## src/hw/rtl/sbsh_pkg.sv

```systemverilog
// ----------------------------------------------------------------------------
// Swept hit package
// Types and constants shared by the swept point versus box pipeline.
// ----------------------------------------------------------------------------
package sbsh_pkg;

   localparam int TIME_BITS = 16;
   localparam int TW        = TIME_BITS + 1;
   localparam int QBITS     = TIME_BITS + 1;
   localparam int SETUP_LAT = 2;
   localparam int LANE_LAT  = QBITS + 2;
   localparam int LATENCY   = SETUP_LAT + LANE_LAT + 1;
   localparam int SIDES     = 4;

   localparam logic [TW-1:0] T_ONE     = TW'(65536);
   localparam logic [TW-1:0] EPS_RESET = TW'(655);

   typedef enum logic [1:0] {
      SIDE_LEFT   = 2'd0,
      SIDE_TOP    = 2'd1,
      SIDE_RIGHT  = 2'd2,
      SIDE_BOTTOM = 2'd3
   } side_id_type;

   typedef struct packed {
      logic signed [32:0] n;
      logic signed [31:0] d;
      logic signed [32:0] a;
      logic signed [32:0] b;
      logic signed [32:0] l;
   } diff_type;

   typedef struct packed {
      logic        [31:0] n;
      logic        [31:0] d;
      logic signed [32:0] a;
      logic signed [32:0] b;
      logic signed [32:0] l;
      logic               ok;
   } side_type;

   typedef struct packed {
      logic          hit;
      logic [TW-1:0] t;
   } lane_res_type;

   function automatic logic signed [1:0] normal_x(side_id_type s);
      case (s)
         SIDE_LEFT:  normal_x = -2'sd1;
         SIDE_RIGHT: normal_x = 2'sd1;
         default:    normal_x = 2'sd0;
      endcase
   endfunction

   function automatic logic signed [1:0] normal_y(side_id_type s);
      case (s)
         SIDE_TOP:    normal_y = 2'sd1;
         SIDE_BOTTOM: normal_y = -2'sd1;
         default:     normal_y = 2'sd0;
      endcase
   endfunction

endpackage

```

## src/hw/rtl/sbsh_pick.sv

```systemverilog
// ----------------------------------------------------------------------------
// Swept hit selection stage
// Picks the earliest side hit, forms the backed-off time and registers
// the result item.
// ----------------------------------------------------------------------------
module sbsh_pick (
   input  logic                                        clock,
   input  logic                                        reset,
   input  logic                                        valid_in,
   input  sbsh_pkg::lane_res_type [sbsh_pkg::SIDES-1:0] res_in,
   input  logic [sbsh_pkg::TW-1:0]                     eps,
   output logic                                        rsp_valid,
   output logic                                        rsp_hit,
   output logic signed [1:0]                           rsp_normal_x,
   output logic signed [1:0]                           rsp_normal_y,
   output logic [sbsh_pkg::TW-1:0]                     rsp_hit_time,
   output logic [sbsh_pkg::TW-1:0]                     rsp_safe_time
);

   logic                    found;
   sbsh_pkg::side_id_type   best;
   logic [sbsh_pkg::TW-1:0] bt;
   logic signed [sbsh_pkg::TW:0] sd;

   logic                    valid_ff;
   logic                    hit_ff;
   logic signed [1:0]       nx_ff, ny_ff;
   logic [sbsh_pkg::TW-1:0] time_ff, safe_ff;

   always_comb begin
      found = 1'b0;
      best  = sbsh_pkg::SIDE_LEFT;
      bt    = sbsh_pkg::T_ONE;
      for (int i = 0; i < sbsh_pkg::SIDES; i++) begin
         if (res_in[i].hit && (!found || res_in[i].t < bt)) begin
            found = 1'b1;
            best  = sbsh_pkg::side_id_type'(2'(i));
            bt    = res_in[i].t;
         end
      end
   end

   assign sd = $signed({1'b0, bt}) - $signed({1'b0, eps});

   always_ff @(posedge clock) begin
      if (reset) begin
         valid_ff <= 1'b0;
      end else begin
         valid_ff <= valid_in;
      end
   end

   always_ff @(posedge clock) begin
      hit_ff  <= found;
      nx_ff   <= found ? sbsh_pkg::normal_x(best) : 2'sd0;
      ny_ff   <= found ? sbsh_pkg::normal_y(best) : 2'sd0;
      time_ff <= found ? bt : sbsh_pkg::T_ONE;
      safe_ff <= (found && !sd[sbsh_pkg::TW]) ? sd[sbsh_pkg::TW-1:0] : '0;
   end

   assign rsp_valid     = valid_ff;
   assign rsp_hit       = hit_ff;
   assign rsp_normal_x  = nx_ff;
   assign rsp_normal_y  = ny_ff;
   assign rsp_hit_time  = time_ff;
   assign rsp_safe_time = safe_ff;

endmodule

```

## config.mk

```make
export PLATFORM = sky130hd
export DESIGN_NAME = sbsh_pick
export DESIGN_NICKNAME = d
export VERILOG_FILES = /design/src/hw/rtl/sbsh_pkg.sv /design/src/hw/rtl/sbsh_pick.sv
export SDC_FILE = /design/constraint.sdc
export NUM_CORES = 1
export LEC_CHECK = 0
export BUFFER_PORTS_ARGS = -buffer_cell sky130_fd_sc_hd__buf_4
export CAP_MARGIN = 30
export CELL_PAD_IN_SITES_DETAIL_PLACEMENT = 0
export CELL_PAD_IN_SITES_GLOBAL_PLACEMENT = 2
export CORE_MARGIN = 2
export CORE_UTILIZATION = 31
export CTS_CLUSTER_SIZE = 24
export DETAILED_ROUTE_END_ITERATION = 6
export PLACE_DENSITY = 0.9
export SLEW_MARGIN = 20
export SYNTH_ARGS = -nofsm -noshare
export SYNTH_HDL_FRONTEND = slang
export SYNTH_SLANG_ARGS = --single-unit
```

## constraint.sdc

```tcl
create_clock -name clock -period 20.2 [get_ports clock]
set_input_delay 3.03 -clock clock [delete_from_list [all_inputs] [get_ports clock]]
set_output_delay 3.03 -clock clock [all_outputs]
set_load 0.02 [all_outputs]
```

==> results.cfg <==
[layout]
fin_cells = 785
syn_to_final_growth_pct = 32.0
n_antenna_cell = 0
fill_cells = 1301
layout_commonest_cell = buf_4
final_cell_mix = 132 x buf_4, 71 x inv_1, 65 x ha_1
drive_gt1_share_pct = 24.3
regArea_um2 = 801
multi_input_area_mm2 = 0.00276
nets = 770

[clock_tree]
htreeDepth = 2
tritoncts = built
cts.sinks = 40
cts_setup_buffers = 0
path_clk_slew_ns = 0.06
cts.path.max_buffers = 2
cts_hold_buf = 0
cts_buffers = 5
cts.repair.resized = 0
cts-root-buf = clkbuf_16

[die]
start_util_pct = 31.5
die_area_mm2 = 0.0136
die_height_um = 117
fp-row-count = 41
coreArea_mm2 = 0.0125
die_x_um = 117
ioPinCount = 132

[worst_setup_path]
critPathMaxFanout = 37
cp-startpoint = res_in[17]
start_kind = input pin
worstSetupEndpointType = flop
required_ns = 20.39
slowest_delay_ns = 0.73
crit_type = input pin to flop
crit_arrival_ns = 12.40
slowest_stage = o311ai_4

[logic_synthesis]
synth_top_cell_by_area = ha_1
ys_types = 52
synth.avg_cell_area_um2 = 8.08
synthTopCellsByArea = ha_1 21%, dfxtp_1 20%, mux2i_1 12%
ys_ff_latch = 40
synth_top_area_share_pct = 20.6
async_reset_ff_share_pct = 0
syn_nets = 646
ys_warn_count = 0
netlist_area_mm2 = 0.00394
postSynthCellCount = 488
synth_flop_cell = dfxtp_1
synth_edf_count = 0
synth-seq-area-share_pct = 20.3

[grt]
grt_pass1_wl_um = 17500
grt_usage_pct = 16.6
grt_max_degree = 38
grt_overflow = 0
grt_pass1_vias = 3744
antenna_found_initial = 0

[timing]
worst-slew-pin-transition_ns = 0.846
min_period_over_period_pct = 60.4
max_freq_ghz = 0.0819
finalSetupViolCount = 0
hold_violations = 0
slew_headroom_pct = 43.5
report.final.slew_viol_count = 0
min_period_ns = 12.21
tns_ns = 0
rsz0062_at_grt = no

[detailed_routing]
remaining_drc_errors = 0
wire_per_inst_um = 14.5
dr_total_vias = 3809
dr.pass1.iters = 4
wl_um = 11400
drt_iter0_drc = 174
viasPerCell = 4.85
ant_nets = 0

[job]
cap_violations = 0

[place]
hpwl_um = 9780
post-place-cells = 777
port_buffers = 131
place_congestion = 0.941

[min_path]
worstHoldEndpoint = rsp_valid
min_from = reset
hold_depth = 2
hold_path.class = input pin to flop

[power]
peakVddDrop_v = 0.0000315
p_leak_nw = 2.79
p_per_area_mw_per_mm2 = 84.6

[status]
status = complete, no violations
[Yosys cell counts, types with 2 or more instances]
| cell | n |
|---|---|
| a21o_1 | 11 |
| or3_1 | 2 |
| inv_1 | 71 |
| o221ai_1 | 2 |
| a31oi_1 | 2 |
| and3_1 | 6 |
| mux2i_1 | 49 |
| ha_1 | 65 |
| a211oi_2 | 2 |
| nor2b_1 | 5 |
| o21ai_1 | 5 |
| a211oi_1 | 6 |
| a21oi_1 | 26 |
| clkbuf_1 | 9 |
| buf_8 | 3 |
| nand2b_1 | 4 |
| buf_6 | 3 |
| xor2_1 | 7 |
| and4_1 | 2 |
| o21ai_0 | 30 |
| o211ai_1 | 2 |
| o21bai_1 | 3 |
| nand4_1 | 6 |
| o22ai_1 | 2 |
| nand3_1 | 24 |
| o21a_1 | 6 |
| nor2_1 | 27 |
| dfxtp_1 | 40 |
| nor3_1 | 9 |
| nand2_1 | 33 |
| xnor2_1 | 5 |
[state kept, by name, summed over array words and instances (netlist names)]
name           flops
rsp_normal_x       2
rsp_safe_time     17
rsp_hit_time      17
rsp_normal_y       2
rsp_valid          1
rsp_hit            1
[report_power, final]
group | switching (mW) | internal, mW | total, mW
Sequential | 0.00663 | 0.102 | 0.109
Clock | 0.0342 | 0.0491 | 0.0833
Combinational | 0.139 | 0.109 | 0.248
[logic make-up after synthesis]
| group | count (synthesis) | share of synthesized area, % |
|---|---|---|
| simple gates | 125 | 15.4 |
| mux | 50 | 12.7 |
| flops | 40 | 20.3 |
| buf+inv | 88 | 10.2 |
| compound gates | 107 | 17.5 |
| fa+ha+maj | 66 | 21.1 |
| xor+xnor | 12 | 2.67 |
[per-stage QoR]
step / hold WS [ns] / utilization [%] / setup slack [ns] / instance area, um^2 / power, mW
final: 2.89 / 41.6 / 7.99 / 5200 / 0.440
after global routing: 2.89 / 41.6 / 7.10 / 5200 / 0.473
after CTS: 2.88 / 41.6 / 8.02 / 5200 / 0.443
after detailed placement: 3.19 / 40.3 / 7.73 / 5050 / 0.359
after global placement: 3.19 / 40.2 / 7.56 / 5030 / 0.355
after floorplan: 3.10 / - / 9.26 / 3940 / 0.276
[worst max-delay path by stage]
| stage | slack (ns) | endpoint |
|---|---|---|
| floorplan | 9.26 | rsp_safe_time[10] |
| global placement | 7.56 | rsp_safe_time[3] |
| detailed placement | 7.73 | rsp_safe_time[3] |
| CTS | 8.02 | rsp_safe_time[3] |
| global route | 7.10 | rsp_safe_time[3] |
| finish | 7.99 | rsp_safe_time[3] |
[critical path, delay by kind of cell]
family | cells | cell delay [ns]
AOI/OAI and AO/OA | 14 | 4.16
adders and majority gates | 4 | 1.21
buffers and inverters | 4 | 1.07
muxes | 2 | 0.49
and+or+nand+nor | 11 | 2.39
[final cells by class]
cell class / instances / area share, %
Tap cell: 172 / 4.14
Clock buffer: 6 / 2.67
Timing Repair Buffer: 133 / 19.3
Multi-Input combinational cell: 360 / 53.0
Clock inverter: 2 / 0.289
Sequential cell: 40 / 15.4
Inverter: 72 / 5.20
[routing by layer]
metal | up-vias | track usage, % | share of wire, %
li1 | 1950 | - | -
met1 | 1713 | 21.4 | 47
met2 | 133 | 28.2 | 46
met3 | 13 | 2.96 | 6.5
met4 | 0 | 5.10 | 1.4
met5 | - | 0 | 0
(Power assumes the default switching activity.)
