**src/hw/rtl/sbsh_pkg.sv**
```systemverilog
// ----------------------------------------------------------------------------
// Swept hit package
// Types and constants shared by the swept point versus box pipeline.
// ----------------------------------------------------------------------------
package sbsh_pkg;

   localparam int TIME_BITS = 16;
   localparam int TW        = TIME_BITS + 1;
   localparam int QBITS     = TIME_BITS + 1;
   localparam int SETUP_LAT = 2;
   localparam int LANE_LAT  = QBITS + 2;
   localparam int LATENCY   = SETUP_LAT + LANE_LAT + 1;
   localparam int SIDES     = 4;

   localparam logic [TW-1:0] T_ONE     = TW'(65536);
   localparam logic [TW-1:0] EPS_RESET = TW'(655);

   typedef enum logic [1:0] {
      SIDE_LEFT   = 2'd0,
      SIDE_TOP    = 2'd1,
      SIDE_RIGHT  = 2'd2,
      SIDE_BOTTOM = 2'd3
   } side_id_type;

   typedef struct packed {
      logic signed [32:0] n;
      logic signed [31:0] d;
      logic signed [32:0] a;
      logic signed [32:0] b;
      logic signed [32:0] l;
   } diff_type;

   typedef struct packed {
      logic        [31:0] n;
      logic        [31:0] d;
      logic signed [32:0] a;
      logic signed [32:0] b;
      logic signed [32:0] l;
      logic               ok;
   } side_type;

   typedef struct packed {
      logic          hit;
      logic [TW-1:0] t;
   } lane_res_type;

   function automatic logic signed [1:0] normal_x(side_id_type s);
      case (s)
         SIDE_LEFT:  normal_x = -2'sd1;
         SIDE_RIGHT: normal_x = 2'sd1;
         default:    normal_x = 2'sd0;
      endcase
   endfunction

   function automatic logic signed [1:0] normal_y(side_id_type s);
      case (s)
         SIDE_TOP:    normal_y = 2'sd1;
         SIDE_BOTTOM: normal_y = -2'sd1;
         default:     normal_y = 2'sd0;
      endcase
   endfunction

endpackage

```
**src/hw/rtl/sbsh_lane.sv**
```systemverilog
// ----------------------------------------------------------------------------
// Swept hit side lane
// Pipelined restoring divider for the crossing time, then the registered
// multiply and extent compare for one side of the box.
// ----------------------------------------------------------------------------
module sbsh_lane (
   input  logic                   clock,
   input  sbsh_pkg::side_type     side_in,
   output sbsh_pkg::lane_res_type res_out
);

   localparam int QB = sbsh_pkg::QBITS;

   logic        [31:0]   r_ff [QB];
   logic        [31:0]   d_ff [QB];
   logic        [QB-1:0] q_ff [QB];
   logic signed [32:0]   a_ff [QB];
   logic signed [32:0]   b_ff [QB];
   logic signed [32:0]   l_ff [QB];
   logic                 ok_ff [QB];

   for (genvar j = 0; j < QB; j++) begin : g_div
      logic        [32:0]   rs;
      logic        [32:0]   diff;
      logic                 ge;
      logic        [31:0]   src_d;
      logic        [QB-1:0] src_q;
      logic signed [32:0]   src_a, src_b, src_l;
      logic                 src_ok;

      if (j == 0) begin : g_first
         assign rs     = {1'b0, side_in.n};
         assign src_d  = side_in.d;
         assign src_q  = '0;
         assign src_a  = side_in.a;
         assign src_b  = side_in.b;
         assign src_l  = side_in.l;
         assign src_ok = side_in.ok;
      end else begin : g_next
         assign rs     = {r_ff[j-1], 1'b0};
         assign src_d  = d_ff[j-1];
         assign src_q  = q_ff[j-1];
         assign src_a  = a_ff[j-1];
         assign src_b  = b_ff[j-1];
         assign src_l  = l_ff[j-1];
         assign src_ok = ok_ff[j-1];
      end

      assign diff = rs - {1'b0, src_d};
      assign ge   = (rs >= {1'b0, src_d});

      always_ff @(posedge clock) begin
         r_ff[j]  <= ge ? diff[31:0] : rs[31:0];
         d_ff[j]  <= src_d;
         q_ff[j]  <= {src_q[QB-2:0], ge};
         a_ff[j]  <= src_a;
         b_ff[j]  <= src_b;
         l_ff[j]  <= src_l;
         ok_ff[j] <= src_ok;
      end
   end

   logic signed [50:0]   prod_in, prod_ff;
   logic signed [32:0]   am_ff, lm_ff;
   logic        [QB-1:0] qm_ff;
   logic                 okm_ff;
   logic signed [51:0]   y, lim;
   sbsh_pkg::lane_res_type res_in, res_ff;

   assign prod_in = $signed({1'b0, q_ff[QB-1]}) * b_ff[QB-1];

   always_ff @(posedge clock) begin
      prod_ff <= prod_in;
      am_ff   <= a_ff[QB-1];
      lm_ff   <= l_ff[QB-1];
      qm_ff   <= q_ff[QB-1];
      okm_ff  <= ok_ff[QB-1];
   end

   assign y   = $signed({{3{am_ff[32]}}, am_ff, 16'b0}) + $signed({prod_ff[50], prod_ff});
   assign lim = $signed({{3{lm_ff[32]}}, lm_ff, 16'b0});

   always_comb begin
      res_in.hit = okm_ff && !y[51] && (y <= lim);
      res_in.t   = qm_ff;
   end

   always_ff @(posedge clock) begin
      res_ff <= res_in;
   end

   assign res_out = res_ff;

endmodule

```
**config.mk**
```make
export PLATFORM = sky130hd
export DESIGN_NAME = sbsh_lane
export DESIGN_NICKNAME = d
export VERILOG_FILES = /design/src/hw/rtl/sbsh_pkg.sv /design/src/hw/rtl/sbsh_lane.sv
export SDC_FILE = /design/constraint.sdc
export NUM_CORES = 2
export LEC_CHECK = 0
export ABC_AREA = 1
export BUFFER_PORTS_ARGS = -buffer_cell sky130_fd_sc_hd__buf_4
export CAP_MARGIN = 20
export CORE_ASPECT_RATIO = 0.7
export CORE_MARGIN = 3
export CORE_UTILIZATION = 45
export CTS_BUF_LIST = sky130_fd_sc_hd__clkbuf_2
export DETAILED_ROUTE_END_ITERATION = 8
export GPL_ROUTABILITY_DRIVEN = 1
export PLACE_DENSITY_LB_ADDON = 0.3
export SLEW_MARGIN = 20
export SYNTH_ARGS = -nofsm -noshare
export SYNTH_HDL_FRONTEND = slang
export SYNTH_SLANG_ARGS = --single-unit
```
**constraint.sdc**
```tcl
create_clock -name clock -period 14.4 [get_ports clock]
set_input_delay 2.16 -clock clock [delete_from_list [all_inputs] [get_ports clock]]
set_output_delay 2.16 -clock clock [all_outputs]
set_load 0.02 [all_outputs]
```
==> flow_summary_export.csv <==
group,metric,value,unit
run_status,outcome,"finished, final reports clean",
layout,fin_nets,17000,
clocking,cts_tree,"built",
synth,syn_inst,14900,
synth,synthDistinctLibCells,47,
clocking,cts_post_setup_buffers_inserted,0,
grt,busiest_layer,"met1",
detailed_routing,post_drt_wl_per_cell,18.5,um
sta,max_freq,151,MHz
detailed_routing,routed-via-count,97900,
grt,antenna_found_initial,22,
grt,grt-ovfl-total,0,
synth,avgSynthCellArea,8.51,sq um
synth,synth_ff_type,"dfxtp_1",
sta,slew_violations,0,
worst_setup_path,startpoint,"b_ff[0][560]",
sta,hold_viol_final,0,
synth,syn_area,127000,sq um
clocking,numCtsBuffers,678,
sta,period_needed,6630,ps
worst_setup_path,worstSetupEndpointType,"register",
layout,final_cell_mix,"nand2_1, dfxtp_1, inv_1",
clocking,holdBufCountCts,0,
layout,instances_no_fill,19700,
worst_setup_path,crit_slowest_cell,"fa_1",
placement,place.gp.congestion,1.02,
worst_setup_path,crit_required,16000,ps
grt,grt_max_degree,50,
worst_setup_path,reg2reg_from,"b_ff[0][560]",
placement,dp_cells,18600,
synth,ys_seq_area_share,47.7,%
synth,synth_nets,16400,
detailed_routing,via_per_inst,4.97,
grt,grt_pass1_wl,553,mm
placement,pre_cts_ws,7910,ps
sta,setup_slack,7770,ps
synth,yosys_warnings,0,
clocking,path_clk_slew,130,ps
worst_setup_path,cpMostUsedCell,"fa_1",
sta,rsz0062_at_grt,"false",
clocking,cts_resized,0,
worst_setup_path,max_stage_delay,920,ps
min_path,min-delay-start,"a_ff[1][8]",
layout,drive_gt1_share,8.47,%
detailed_routing,wirelength,364,mm
sta,setup_viol,0,
floorplanning,die_h,451,um
worst_setup_path,crit_chain,"nand2_1 -> inv_1 -> fa_1 -> fa_1 -> fa_1 -> fa_1 -> fa_1 -> fa_1 -> ha_1 -> nand2_1 -> nor2_1 -> inv_1 -> nor4_1 -> nand3_1 -> nand4_1 -> nand2_1",
detailed_routing,drc,0,
clocking,clockRootBuffer,"clkbuf_2",
sta,tightest_slew,1100,ps
worst_setup_path,setup.worst_path.class,"register to register",
detailed_routing,ant_nets,0,
sta,fin_skew,193,ps
clocking,clock_latency,1810,ps
min_path,hold_path_class,"register to register",
layout,area_growth,8.77,%
floorplanning,dieArea,289000,sq um
worst_setup_path,critPathBufInv,2,
clocking,cts.sinks,3030,
grt,use_met2,33.3,%
sta,setup_tns,0,ps
synth,yosys.area.top_type,"dfxtp_1",
sta,relSlewSlack,25.9,%
worst_setup_path,critical_path_arrival,8220,ps
grt,grtUsageMet3,7.20,%
sta,finalCritPeriodShare,46.0,%
floorplanning,core.rowCount,162,
run,max-cap-violations,0,
clocking,h-tree-depth,6,
synth,async_flop_share,0,%
floorplanning,io-pin-count,183,
floorplanning,die_w,641,um
detailed_routing,firstDrtPassIters,8,
grt,grt_pass1_vias,91800,
synth,synth_top_area_share,47.7,%
placement,io_buffers,182,
floorplanning,start_util,45.4,%
floorplanning,coreArea,280000,sq um
worst_setup_path,critPathMaxFanout,17,
synth,yosys-top-cells-area,"dfxtp_1, nand2_1, fa_1",
grt,grt.total_usage,24.9,%
worst_setup_path,startpoint_type,"register",
grt,grt.met1_usage,38.4,%
synth,ys_ff_latch,3030,
layout,final_common_cell,"nand2_1",
layout,final_util,49.4,%
detailed_routing,initialDrtViolationCount,9996,
placement,hpwl,289,mm
clocking,clockBufferDepth,4,
worst_setup_path,crit_family,"adder cells",
synth,synth_edf_count,0,
[per-stage QoR]
step | cell area [sq um] | hold slack (ps)
5_1_grt | 138000 | 153
3_3_place_gp | 132000 | 310
4_1_cts | 138000 | 95.8
2_1_floorplan | 127000 | 310
6_report | 138000 | 228
3_5_place_dp | 132000 | 312
[sequential cells by signal, indices dropped and copies added (netlist names), 18 cells and up]
| register | flops |
|---|---|
| r_ff | 512 |
| q_ff | 153 |
| lm_ff | 33 |
| prod_ff | 51 |
| l_ff | 561 |
| res_out | 18 |
| d_ff | 512 |
| b_ff | 561 |
| a_ff | 561 |
| am_ff | 33 |
[cells in the mapped netlist, types with 22 or more instances]
| library cell | number |
|---|---|
| buf_2 | 60 |
| buf_4 | 25 |
| dfxtp_1 | 3030 |
| o21bai_1 | 67 |
| clkbuf_1 | 157 |
| xnor2_1 | 79 |
| xor2_1 | 241 |
| nand2_2 | 39 |
| nor2_1 | 921 |
| or2_2 | 24 |
| nand3_1 | 1034 |
| buf_6 | 22 |
| fa_1 | 553 |
| a21o_1 | 22 |
| nor3_1 | 68 |
| a31oi_1 | 33 |
| o21ai_0 | 382 |
| ha_1 | 734 |
| inv_1 | 2366 |
| nand2_1 | 4008 |
| nor4_1 | 63 |
| nand4_1 | 142 |
| a21oi_1 | 713 |
[logic make-up (layout without fill, tap and decap cells)]
kind of cell	after synthesis	count (layout)	share of synthesized area, %
buffers and inverters	2651	3718	8.09
xor gates and xnor gates	320	320	2.21
and+or+nand+nor	6383	6383	20.8
DFF	3030	3030	47.7
AOI/OAI and AO/OA	1265	1265	5.26
adders and majority gates	1287	1287	15.9
other	0	23	0
[area by class of cell]
type	instances	area, sq um
Sequential cell	3030	60700
Multi-Input combinational cell	9255	56200
Timing Repair Buffer	210	1600
Antenna cell	23	57.6
Clock inverter	221	1590
Inverter	2376	8920
Fill cell	27300	141000
Tap cell	3690	4620
Clock buffer	911	4560
[routing by layer]
layer / part of all wire [%] / up-vias
met4: 2.2 / 8
met1: 48 / 45400
met5: 0.014 / -
met2: 39 / 4033
li1: - / 48000
met3: 11 / 444
[path summary, 6_finish.rpt]
check                 to  slack [ps]  cells past startpoint
min           a_ff[2][8]         230                      0
min reg2reg   a_ff[2][8]         230                      0
max          prod_ff[48]        7770                     16
max reg2reg  prod_ff[48]        7770                     16
[worst register-to-register path, cell delays in order, from the launching register on]
cell and delay [ps]:
dfxtp_1 770, nand2_1 210, inv_1 180, fa_1 550, fa_1 920, fa_1 530
fa_1 580, fa_1 440, fa_1 450, ha_1 490, nand2_1 150, nor2_1 310
inv_1 100, nor4_1 330, nand3_1 200, nand4_1 150, nand2_1 60
Power is left out: the tool's default activity adds up to more than one toggle a clock period on the data nets, which glitch-free logic cannot reach.
