<file path="src/hw/rtl/sbsh_pkg.sv">
// ----------------------------------------------------------------------------
// Swept hit package
// Types and constants shared by the swept point versus box pipeline.
// ----------------------------------------------------------------------------
package sbsh_pkg;

   localparam int TIME_BITS = 16;
   localparam int TW        = TIME_BITS + 1;
   localparam int QBITS     = TIME_BITS + 1;
   localparam int SETUP_LAT = 2;
   localparam int LANE_LAT  = QBITS + 2;
   localparam int LATENCY   = SETUP_LAT + LANE_LAT + 1;
   localparam int SIDES     = 4;

   localparam logic [TW-1:0] T_ONE     = TW'(65536);
   localparam logic [TW-1:0] EPS_RESET = TW'(655);

   typedef enum logic [1:0] {
      SIDE_LEFT   = 2'd0,
      SIDE_TOP    = 2'd1,
      SIDE_RIGHT  = 2'd2,
      SIDE_BOTTOM = 2'd3
   } side_id_type;

   typedef struct packed {
      logic signed [32:0] n;
      logic signed [31:0] d;
      logic signed [32:0] a;
      logic signed [32:0] b;
      logic signed [32:0] l;
   } diff_type;

   typedef struct packed {
      logic        [31:0] n;
      logic        [31:0] d;
      logic signed [32:0] a;
      logic signed [32:0] b;
      logic signed [32:0] l;
      logic               ok;
   } side_type;

   typedef struct packed {
      logic          hit;
      logic [TW-1:0] t;
   } lane_res_type;

   function automatic logic signed [1:0] normal_x(side_id_type s);
      case (s)
         SIDE_LEFT:  normal_x = -2'sd1;
         SIDE_RIGHT: normal_x = 2'sd1;
         default:    normal_x = 2'sd0;
      endcase
   endfunction

   function automatic logic signed [1:0] normal_y(side_id_type s);
      case (s)
         SIDE_TOP:    normal_y = 2'sd1;
         SIDE_BOTTOM: normal_y = -2'sd1;
         default:     normal_y = 2'sd0;
      endcase
   endfunction

endpackage

</file>
<file path="src/hw/rtl/sbsh_setup.sv">
// ----------------------------------------------------------------------------
// Swept hit setup stages
// Forms the per-side differences, then the sign-normalized divider operands
// and the range and extent flags.
// ----------------------------------------------------------------------------
module sbsh_setup (
   input  logic                                   clock,
   input  logic signed [31:0]                     start_x,
   input  logic signed [31:0]                     start_y,
   input  logic signed [31:0]                     move_x,
   input  logic signed [31:0]                     move_y,
   input  logic signed [31:0]                     box_min_x,
   input  logic signed [31:0]                     box_min_y,
   input  logic signed [31:0]                     box_max_x,
   input  logic signed [31:0]                     box_max_y,
   output sbsh_pkg::side_type [sbsh_pkg::SIDES-1:0] side_out
);

   logic signed [32:0] sx, sy, mx, my, x0, y0, x1, y1;
   sbsh_pkg::diff_type [sbsh_pkg::SIDES-1:0] diff_in, diff_ff;
   sbsh_pkg::side_type [sbsh_pkg::SIDES-1:0] side_in, side_ff;

   assign sx = {start_x[31], start_x};
   assign sy = {start_y[31], start_y};
   assign mx = {move_x[31], move_x};
   assign my = {move_y[31], move_y};
   assign x0 = {box_min_x[31], box_min_x};
   assign y0 = {box_min_y[31], box_min_y};
   assign x1 = {box_max_x[31], box_max_x};
   assign y1 = {box_max_y[31], box_max_y};

   always_comb begin
      diff_in[0].n = x0 - sx;
      diff_in[0].d = move_x;
      diff_in[0].a = sy - y0;
      diff_in[0].b = my;
      diff_in[0].l = y1 - y0;
      diff_in[1].n = y1 - sy;
      diff_in[1].d = move_y;
      diff_in[1].a = sx - x0;
      diff_in[1].b = mx;
      diff_in[1].l = x1 - x0;
      diff_in[2].n = x1 - sx;
      diff_in[2].d = move_x;
      diff_in[2].a = y1 - sy;
      diff_in[2].b = -my;
      diff_in[2].l = y1 - y0;
      diff_in[3].n = y0 - sy;
      diff_in[3].d = move_y;
      diff_in[3].a = x1 - sx;
      diff_in[3].b = -mx;
      diff_in[3].l = x1 - x0;
   end

   always_ff @(posedge clock) begin
      diff_ff <= diff_in;
   end

   always_comb begin
      logic signed [32:0] de;
      logic signed [32:0] nneg;
      logic signed [32:0] dneg;
      logic               pos;
      logic               rng;
      for (int i = 0; i < sbsh_pkg::SIDES; i++) begin
         de   = {diff_ff[i].d[31], diff_ff[i].d};
         nneg = -diff_ff[i].n;
         dneg = -de;
         pos  = !diff_ff[i].d[31];
         if (pos) begin
            rng = (diff_ff[i].n >= 33'sd0) && (diff_ff[i].n <= de);
         end else begin
            rng = (diff_ff[i].n <= 33'sd0) && (diff_ff[i].n >= de);
         end
         side_in[i].n  = pos ? diff_ff[i].n[31:0] : nneg[31:0];
         side_in[i].d  = pos ? diff_ff[i].d : dneg[31:0];
         side_in[i].a  = diff_ff[i].a;
         side_in[i].b  = diff_ff[i].b;
         side_in[i].l  = diff_ff[i].l;
         side_in[i].ok = (diff_ff[i].d != 32'sd0) && rng && !diff_ff[i].l[32];
      end
   end

   always_ff @(posedge clock) begin
      side_ff <= side_in;
   end

   assign side_out = side_ff;

endmodule

</file>
<file path="config.mk">
export PLATFORM = sky130hd
export DESIGN_NAME = sbsh_setup
export DESIGN_NICKNAME = d
export VERILOG_FILES = /design/src/hw/rtl/sbsh_pkg.sv /design/src/hw/rtl/sbsh_setup.sv
export SDC_FILE = /design/constraint.sdc
export NUM_CORES = 2
export LEC_CHECK = 0
export BUFFER_PORTS_ARGS = -buffer_cell sky130_fd_sc_hd__buf_2
export CAP_MARGIN = 5
export CELL_PAD_IN_SITES_DETAIL_PLACEMENT = 0
export CELL_PAD_IN_SITES_GLOBAL_PLACEMENT = 2
export CORE_MARGIN = 8
export CORE_UTILIZATION = 33
export DETAILED_ROUTE_END_ITERATION = 16
export HOLD_SLACK_MARGIN = 0.12
export PLACE_DENSITY = 0.87
export RECOVER_POWER = 100
export SETUP_SLACK_MARGIN = 0.15
export SLEW_MARGIN = 40
export SYNTH_ARGS = -nofsm -noshare
export SYNTH_HDL_FRONTEND = slang
export SYNTH_SLANG_ARGS = --single-unit
</file>
<file path="constraint.sdc">
create_clock -name clock -period 3.73 [get_ports clock]
set_input_delay 0.373 -clock clock [delete_from_list [all_inputs] [get_ports clock]]
set_output_delay 0.373 -clock clock [all_outputs]
set_load 0.005 [all_outputs]
</file>
==> flow_metrics.env <==
export IMPL_cts_buffers=96
export IMPL_place_area_sq_mm=0.0458
export IMPL_clock_latency_ps=700
export IMPL_first_pass_iters=6
export IMPL_die_x_microns=363
export IMPL_r2r_start="diff_ff[135]"
export IMPL_final_layout_size_suffix_gt1_frac=0.104
export IMPL_path_max_fanout=5
export IMPL_rows=127
export IMPL_async_flop_share=0
export IMPL_hold_class="in -> reg"
export IMPL_finalCritPeriodShare=0.950
export IMPL_rsz0062_at_grt="true"
export IMPL_holdCritStartpoint="start_x[19]"
export IMPL_wire_per_inst_microns=24.8
export IMPL_skew_ps=43.7
export IMPL_post_dp_hpwl_microns=142000
export IMPL_clockBufferDepth=3
export IMPL_grt_overflow=0
export IMPL_synth_area_leaders="dfxtp_1 46%, ha_1 12%, xnor2_1 8.0%, a21oi_1 3.6%, o21ai_0 2.7%"
export IMPL_die_area_sq_mm=0.132
export IMPL_via_per_inst=4.88
export IMPL_synth_nets=4707
export IMPL_dp_cells=6442
export IMPL_drv_slew=95
export IMPL_final_nets=5698
export IMPL_fp_coreArea_sq_mm=0.120
export IMPL_clkSinkCount=906
export IMPL_drtIter0Drc=1862
export IMPL_syn_area_per_cell_sq_um=9.85
export IMPL_whs_ps=180
export IMPL_drv_cap=1
export IMPL_yosys_warnings=0
export IMPL_min_period_ps=3540
export IMPL_worst_pin_slew_ps=1790
export IMPL_area_delta_synth_final_pct=23.9
export IMPL_routed_wl_microns=167000
export IMPL_globalplace_congestion=0.930
export IMPL_fp_dieH_microns=363
export IMPL_start_util=0.333
export IMPL_drc=0
export IMPL_synth_largest_area_cell="dfxtp_1"
export IMPL_clock_fmax_ghz=0.282
export IMPL_cts_clk_slew_worst_paths_ps=70
export IMPL_synth_cells=4046
export IMPL_cp_arrival_ps=4170
export IMPL_ys_ff_latch=906
export IMPL_cts_root_buf="clkbuf_16"
export IMPL_max_slew_margin=-0.192
export IMPL_syn_cell_area_sq_mm=0.0398
export IMPL_grt_use_total=0.241
export IMPL_yosysTopAreaCellShare=0.455
export IMPL_violations="max-capacitance violations, max-slew violations"
export IMPL_antenna_found_initial=46
export IMPL_leakagePower_nw=21.5
export IMPL_powerDensity_mw_per_mm2=588
export IMPL_layout_cells_non_filler=6749
export IMPL_hold_violations=0
export IMPL_first_global_vias=33700
export IMPL_grt_pass1_wl_microns=235000
export IMPL_crit_start="diff_ff[135]"
export IMPL_worstSetupEndpointType="register"
export IMPL_outcome="finished, violations left"
export IMPL_synth_distinct_cells=76
export IMPL_vias=32900
export IMPL_ios=913
export IMPL_vdd_drop_max_mv=0.411
export IMPL_portBuffers=912
export IMPL_start_kind="register"
export IMPL_setup_violations=0
export IMPL_synth_edf_count=0
export IMPL_finalInstanceArea_sq_mm=0.0494
export IMPL_postCtsSetupBuffers=0
export IMPL_ys_flop_type="dfxtp_1"
export IMPL_cp_required_ps=4360
export IMPL_grt_max_degree=95
export IMPL_cts_tree="yes"
export IMPL_critical_path_class="reg -> reg"
export IMPL_ys_seq_area_frac=0.455
export IMPL_htreeDepth=3
export IMPL_antenna_left=0
sequential cells by signal (all words and copies together) (netlist names):
register	cells
side_out	516
diff_ff	390
per-layer routing:
metal  GRT usage  part of all wire  wire [microns]  vias to the layer above
met5           0           0.00077             128                        -
met4      0.0848             0.042            7080                       20
met3      0.0679             0.079           13100                      317
met2       0.397              0.45           75200                     1240
met1       0.301              0.43           71500                    15500
li1            -                 -               -                    15900
placed cells by master, fill, tap and decap left out, types with 11 or more instances in the layout:
cell / instances
nor2b_1: 41
or4_1: 35
clkinv_2: 11
clkinvlp_4: 12
inv_1: 290
clkbuf_16: 98
a21boi_0: 21
a21o_1: 141
nor4_1: 21
o21ai_0: 216
a21oi_1: 289
and3_1: 18
a31oi_1: 17
or3_1: 35
nand4_1: 60
dlygate4sd3_1: 109
o31ai_1: 64
buf_2: 285
a211oi_1: 17
xor2_1: 89
o41ai_1: 29
nand2_1: 197
and2_1: 11
bufinv_16: 13
nor3_1: 71
o21a_1: 39
buf_4: 42
xnor2_1: 362
nor2_1: 183
clkbuf_1: 680
o211ai_1: 14
nand2b_1: 49
o22ai_1: 12
o21bai_1: 39
ha_1: 396
dfxtp_1: 906
nand3_1: 45
diode_2: 17
or2_2: 18
Yosys cell counts, drive strengths merged, types with 64 or more instances:
cell type / number
nor2: 184
ha: 396
a21o: 141
nand2: 198
nor3: 72
o31ai: 64
clkbuf: 70
xnor2: 362
inv: 290
buf: 145
o21ai: 218
xor2: 89
dfxtp: 906
a21oi: 289
metrics by stage:
stage	TNS, ps	util	power [W]	setup slack, ps
after floorplan	0	-	0.0157	641
after global routing	0	0.412	0.0305	56.5
after CTS	0	0.420	0.0296	167
final	0	0.412	0.0291	188
after global placement	-519	0.382	0.0192	-197
after detailed placement	-651	0.382	0.0191	-249
critical path: stages (launching register included):
cell and delay (ps):
dfxtp_1 350, or4_1 600, nor2_4 120, nand2_2 100, or4_1 590, or4_1 650, or4_4 550, nor3_2 190
o21a_2 150, mux2i_1 60, a21oi_1 140
cell families after synthesis:
family / share of synthesized area
compound gates: 0.153
xor+xnor: 0.0991
fa+ha+maj: 0.128
buf+inv: 0.0609
flops: 0.455
mux: 0.000754
simple gates: 0.102
what timing repair did:
action	4_1_cts	5_1_grt
hold buffers	109	0
resized for setup	0	4
setup endpoints to repair	0	9
hold endpoints to repair	183	0
worst paths after layout:
kind | endpoint | slack, ps | cells after the start
worst max-delay path | side_out[0] | 190 | 10
worst min-delay path | diff_ff[577] | 180 | 4
worst max register to register | side_out[0] | 190 | 10
worst min register to register | side_out[251] | 290 | 0
final cells by class:
type                    instances  area, sq um
diodes                         17         42.5
repair buffers               1108         5370
multi-input cells            2634        19300
well taps                    1612         2020
clock buffers                 121         2610
fillers                     12200        70400
clock inverters                60          836
flip-flops and latches        906        18100
inverters                     291         1090
power breakdown:
group          internal [W]  leakage, nW  switching, W
sequential           0.0114         7.64       0.00139
combinational       0.00243         12.2       0.00352
clock               0.00598         1.64       0.00432
total                0.0198         21.5       0.00924
Power figures use the tool's default switching activity.
